### src/hw/rtl/mmau_pkg.sv
`timescale 1ns / 1ps

package mmau_pkg;

  localparam int MAX_DIM_DEF   = 8;
  localparam int FRAC_BITS_DEF = 16;

  localparam int IDX_W     = 3;
  localparam int DATA_W    = 32;
  localparam int OP_W      = 2;
  localparam int CFG_W     = 4;
  localparam int CFG_IDX_W = 2;
  localparam int ACC_W     = 68;

  localparam logic [OP_W-1:0] OP_LOAD_A = 2'd0;
  localparam logic [OP_W-1:0] OP_LOAD_B = 2'd1;
  localparam logic [OP_W-1:0] OP_LOAD_C = 2'd2;
  localparam logic [OP_W-1:0] OP_START  = 2'd3;

  localparam logic [CFG_IDX_W-1:0] REG_ROWS_A     = 2'd0;
  localparam logic [CFG_IDX_W-1:0] REG_INNER_SIZE = 2'd1;
  localparam logic [CFG_IDX_W-1:0] REG_COLS_B     = 2'd2;
  localparam logic [CFG_IDX_W-1:0] REG_ACCUMULATE = 2'd3;

  typedef struct packed {
    logic load_c;
    logic use_c;
    logic mul;
    logic acc;
  } mac_ctl_t;

endpackage

### src/hw/rtl/mmau_mac.sv
`timescale 1ns / 1ps

module mmau_mac #(
  parameter int FRAC_BITS = mmau_pkg::FRAC_BITS_DEF
) (
  input  logic                                clk,
  input  mmau_pkg::mac_ctl_t                  ctl,
  input  logic signed [mmau_pkg::DATA_W-1:0]  a_value,
  input  logic signed [mmau_pkg::DATA_W-1:0]  b_value,
  input  logic signed [mmau_pkg::DATA_W-1:0]  c_value,
  output logic        [mmau_pkg::DATA_W-1:0]  res,
  output logic                                sat
);

  localparam int AW = mmau_pkg::ACC_W;
  localparam int DW = mmau_pkg::DATA_W;

  logic signed [2*DW-1:0] prod;
  logic signed [AW-1:0]   acc;
  logic signed [AW-1:0]   c_ext;
  logic signed [AW-1:0]   prod_ext;
  logic signed [AW-1:0]   shifted;
  logic [AW-DW:0]         upper;
  logic                   fits;

  assign c_ext    = AW'(c_value);
  assign prod_ext = AW'(prod);

  always_ff @(posedge clk) begin
    if (ctl.mul) begin
      prod <= a_value * b_value;
    end
    if (ctl.load_c) begin
      acc <= ctl.use_c ? (c_ext <<< FRAC_BITS) : '0;
    end else if (ctl.acc) begin
      acc <= acc + prod_ext;
    end
  end

  // floor shift, then clip to the 32-bit range
  assign shifted = acc >>> FRAC_BITS;
  assign upper   = shifted[AW-1:DW-1];
  assign fits    = (&upper) | ~(|upper);

  always_comb begin
    if (fits) begin
      res = shifted[DW-1:0];
    end else if (shifted[AW-1]) begin
      res = {1'b1, {(DW-1){1'b0}}};
    end else begin
      res = {1'b0, {(DW-1){1'b1}}};
    end
    sat = ~fits;
  end

endmodule

### config.mk
export PLATFORM = sky130hd
export DESIGN_NAME = mmau_mac
export DESIGN_NICKNAME = d
export VERILOG_FILES = /design/src/hw/rtl/mmau_pkg.sv /design/src/hw/rtl/mmau_mac.sv
export SDC_FILE = /design/constraint.sdc
export NUM_CORES = 2
export LEC_CHECK = 0
export ABC_CLOCK_PERIOD_IN_PS = 11100
export BUFFER_PORTS_ARGS = -buffer_cell sky130_fd_sc_hd__buf_2
export CAP_MARGIN = 25
export CORE_ASPECT_RATIO = 0.8
export CORE_UTILIZATION = 45
export DETAILED_ROUTE_END_ITERATION = 10
export PLACE_DENSITY = 0.7
export SLEW_MARGIN = 20
export SYNTH_ARGS = -nofsm -noshare
export SYNTH_HDL_FRONTEND = slang
export SYNTH_SLANG_ARGS = --single-unit
### constraint.sdc
create_clock -name clk -period 11.1 [get_ports clk]
set_input_delay 0.555 -clock clk [delete_from_list [all_inputs] [get_ports clk]]
set_output_delay 0.555 -clock clk [all_outputs]
set_load 0.05 [all_outputs]
Word-level counts from Yosys, hierarchy flattened
Index checks and enable logic that the tools add are counted.
- add/subtract/negate cells: 1
- multipliers: 1
- reduce and logical (&&, ||, !) cells: 3
- bitwise logic cells: 3
- multiplexer cells: 5
- operator list (cell ; count):
    68-bit two-way mux ; 3
    68-bit by 64-bit adder with 68-bit output ; 1
    32-bit by 32-bit multiplier with 64-bit output ; 1
    32-bit two-way mux ; 2
    21-bit AND reduction ; 1
    21-bit OR reduction ; 1
    1-bit NOT ; 2
    2-bit nonzero test ; 1
    1-bit bitwise OR ; 1
- word-level logic and storage cells: 15
- register bits after elaboration: 132
- input bits: 101

Depth between registers and ports, before layout
- depth in word-level cells: 4
- depth in mapped cells: 30
- mapped depth without buffers: 28

Worst setup path before layout
No wires, ideal clock.
- kind: in2reg
- from: input port a_value[31] in the netlist's numbering
- to: register prod[63], data pin
- library setup time: 0.260 ns
- buffers on the path: 2
- data required time: 10.840 ns
- stages on the path: 30
- arrival: 7.913 ns
- path slack: 2.927 ns
- cells stage by stage: clkbuf_1 nand2_1 inv_1 fa_1 inv_1 fa_1 inv_1 fa_1 fa_1 inv_1 fa_1 inv_1 fa_1 inv_1 fa_1 inv_1 fa_1 ha_1 clkbuf_1 a21oi_1 nor2b_1 o21ai_0 nand2b_1 a2111oi_0 a21oi_1 a21oi_1 a211oi_1 a21o_1 a21oi_1 xnor2_1
- longest elaborated chain between the ends: 1
- RTL lines (item ; RTL line ; RTL):
    start, declared ; mmau_mac.sv:8 ; input logic signed [mmau_pkg::DATA_W-1:0] a_value,
    32-bit by 32-bit multiplier with 64-bit output ; mmau_mac.sv:31 ; prod <= a_value * b_value;
    end signal, assigned ; mmau_mac.sv:31 ;
    end, declared ; mmau_mac.sv:18 ; logic signed [2*DW-1:0] prod;
No other way between the ends.
A chain may end at the register's enable or synchronous reset.

Worst setup path in the final report
Same ends and word-level chain as after synthesis.

==> metrics.cfg <==
[clock_tree]
cts.clk_slew.worst_paths_ns = 0.06
numCtsBuffers = 17
postCtsSetupRepairBufs = 0
cts_hold_buf = 0
root_buffer = clkbuf_16
htree_num_levels = 4
clockBufferDepth = 2
clock_latency_ns = 0.44
cts_sinks = 132
cts_tree = yes
cts_resized = 0

[floorplanning]
fp.dieH_um = 283
die_w_um = 354
start_util = 0.457
row_count = 102
core_um2 = 97500
die-area_um2 = 100000
io_pins = 134

[min_path]
hold_end = acc[32]$_DFFE_PP_
hold_depth = 3
hold_path_class = in2reg
min-delay-start = c_value[16]

[critical_path]
r2r_cells = 14
worst_ep_required_time_ns = 11.28
crit_start = a_value[31]
regToRegEndpoint = acc[62]$_DFFE_PP_
crit_arrival_ns = 8.94
critPathMaxFanout = 32
r2r_slack_ns = 7.15
cp-start-kind = input pin
crit_type = in2reg
end_kind = flip-flop
r2r_start = prod[0]$_DFFE_PP_

[sta]
max_slew_margin = 0.334
finClkSkew_ns = 0.0132
timing.fmax_mhz = 114
tightest_slew_ns = 0.999
period_needed_ns = 8.76
hold_viol = 0
final_max_slew_viol_count = 0
rsz0062_at_grt = no
setup-tns-final_ns = 0
timing.final.crit_share = 0.789
finalSetupViolations = 0

[synthesis]
syn_area_per_cell_um2 = 9.55
synth_seq_cells = 132
seq_area_frac_synth = 0.0889
synth_edf_count = 132
synth_common_cells = 1083 x fa_1, 999 x inv_1, 572 x nand2_1
syn-num-nets = 6102
yosysUniqueCellTypes = 84
synth_most_common_cell = fa_1
synth-async-reset-ratio = 0
yosysTopAreaCellShare = 0.486
synth_top_area_cell = fa_1
yosys_warnings = 0
synth_area_leaders = fa_1 49%, edfxtp_1 8.9%, inv_1 8.4%
netlist_area_um2 = 44600
netlist_instances = 4667
synthFlopType = edfxtp_1

[route]
first_iter_violations = 2601
detail-route-antenna-nets = 0
avgRoutedWirePerCell_um = 19.5
firstDrtPassIters = 7
routed_via_density = 5.32
totalWireLength_um = 116000
vias = 31500
drc = 0

[placement]
dp_hpwl_um = 95300
numPortBuffers = 133
place.gp.congestion = 0.921

[outcome]
outcome = finished, final reports clean

[grt]
overflow = 0
grt.total_usage = 0.240
grt_max_degree = 71
grt_first_pass_wirelength_um = 190000
grt_pass1_vias = 34300
antenna_found_initial = 15

[cells_and_area]
final_nets = 6035
syn_to_final_growth_pct = 4.65
drive_gt1_frac = 0.0455
final_util = 0.478

[run]
max_cap_violations = 0

[state kept, by name, summed over array words and instances (netlist names)]
signal / flops
acc: 68
prod: 64
[stage by stage]
| step | hold WS (ns) | std cells | cell area, um^2 | setup WS, ns |
|---|---|---|---|---|
| finish | 0.400 | 5917 | 46600 | 2.34 |
| global route | 0.396 | 5914 | 46600 | 1.76 |
| floorplan | 0.622 | 4667 | 44600 | 2.93 |
| global placement | 0.640 | 5881 | 46100 | 2.09 |
| detailed placement | 0.680 | 5881 | 46100 | 1.97 |
| CTS | 0.387 | 5913 | 46600 | 2.40 |
[metal layers]
layer | part of all wire | vias to the layer above | track usage
li1 | - | 13900 | -
met1 | 0.45 | 16200 | 0.354
met2 | 0.43 | 1323 | 0.368
met3 | 0.10 | 139 | 0.0534
met4 | 0.015 | 20 | 0.0389
met5 | 0.0010 | - | 0
[worst max path at each step]
stage / to / slack (ns) / depth (start not counted)
2_1_floorplan: prod[63]$_DFFE_PP_ / 2.93 / 30
3_3_place_gp: prod[63]$_DFFE_PP_ / 2.09 / 27
3_5_place_dp: prod[63]$_DFFE_PP_ / 1.97 / 24
4_1_cts: prod[63]$_DFFE_PP_ / 2.40 / 24
5_1_grt: prod[63]$_DFFE_PP_ / 1.76 / 26
6_report: prod[63]$_DFFE_PP_ / 2.34 / 24
[placed cells by master (no fill, tap or decap), types with 93 or more instances in the layout]
cell,Yosys,layout
edfxtp_1,132,132
a21oi_1,112,112
xnor2_1,93,93
and2_1,528,528
a21o_1,117,117
nor2_1,95,94
fa_1,1083,1083
ha_1,251,251
buf_2,5,133
nand2_1,572,572
inv_1,999,999
[cells by family (layout without fill, tap and decap cells)]
kind of cell / Yosys count / after routing / share of synthesized area
adders and majority gates: 1334 / 1334 / 0.557
other: 0 / 4 / 0
xor gates and xnor gates: 132 / 132 / 0.0259
AOI/OAI and AO/OA: 479 / 479 / 0.0714
buffers and inverters: 1237 / 1183 / 0.104
muxes: 1 / 1 / 0.000225
and+or+nand+nor: 1352 / 1352 / 0.152
DFF: 132 / 132 / 0.0889
[critical path, stage by stage]
cell,delay (ns)
buf_2,0.48
nand2_1,0.19
inv_1,0.17
fa_1,0.46
fa_1,0.55
fa_1,0.68
fa_1,1.07
inv_1,0.36
fa_1,0.56
inv_1,0.05
fa_1,0.56
fa_1,0.44
fa_1,0.47
ha_1,0.41
nand4_1,0.18
inv_1,0.07
a221o_1,0.34
a2111oi_0,0.38
a21oi_1,0.18
a21oi_1,0.20
a211oi_1,0.12
a21o_1,0.19
a21oi_1,0.17
xnor2_1,0.08
[cell type report]
class                   instances  area, um^2
fillers                      9011       50900
flip-flops and latches        132        3960
multi-input cells            3298       36000
clock buffers                  18         429
clock inverters                14         103
well taps                    1300        1630
diodes                          4        10.0
inverters                    1001        3760
repair buffers                150         793
Power is not shown: default switching activity piles up to over one toggle a cycle in this logic, so the estimate is an artifact.
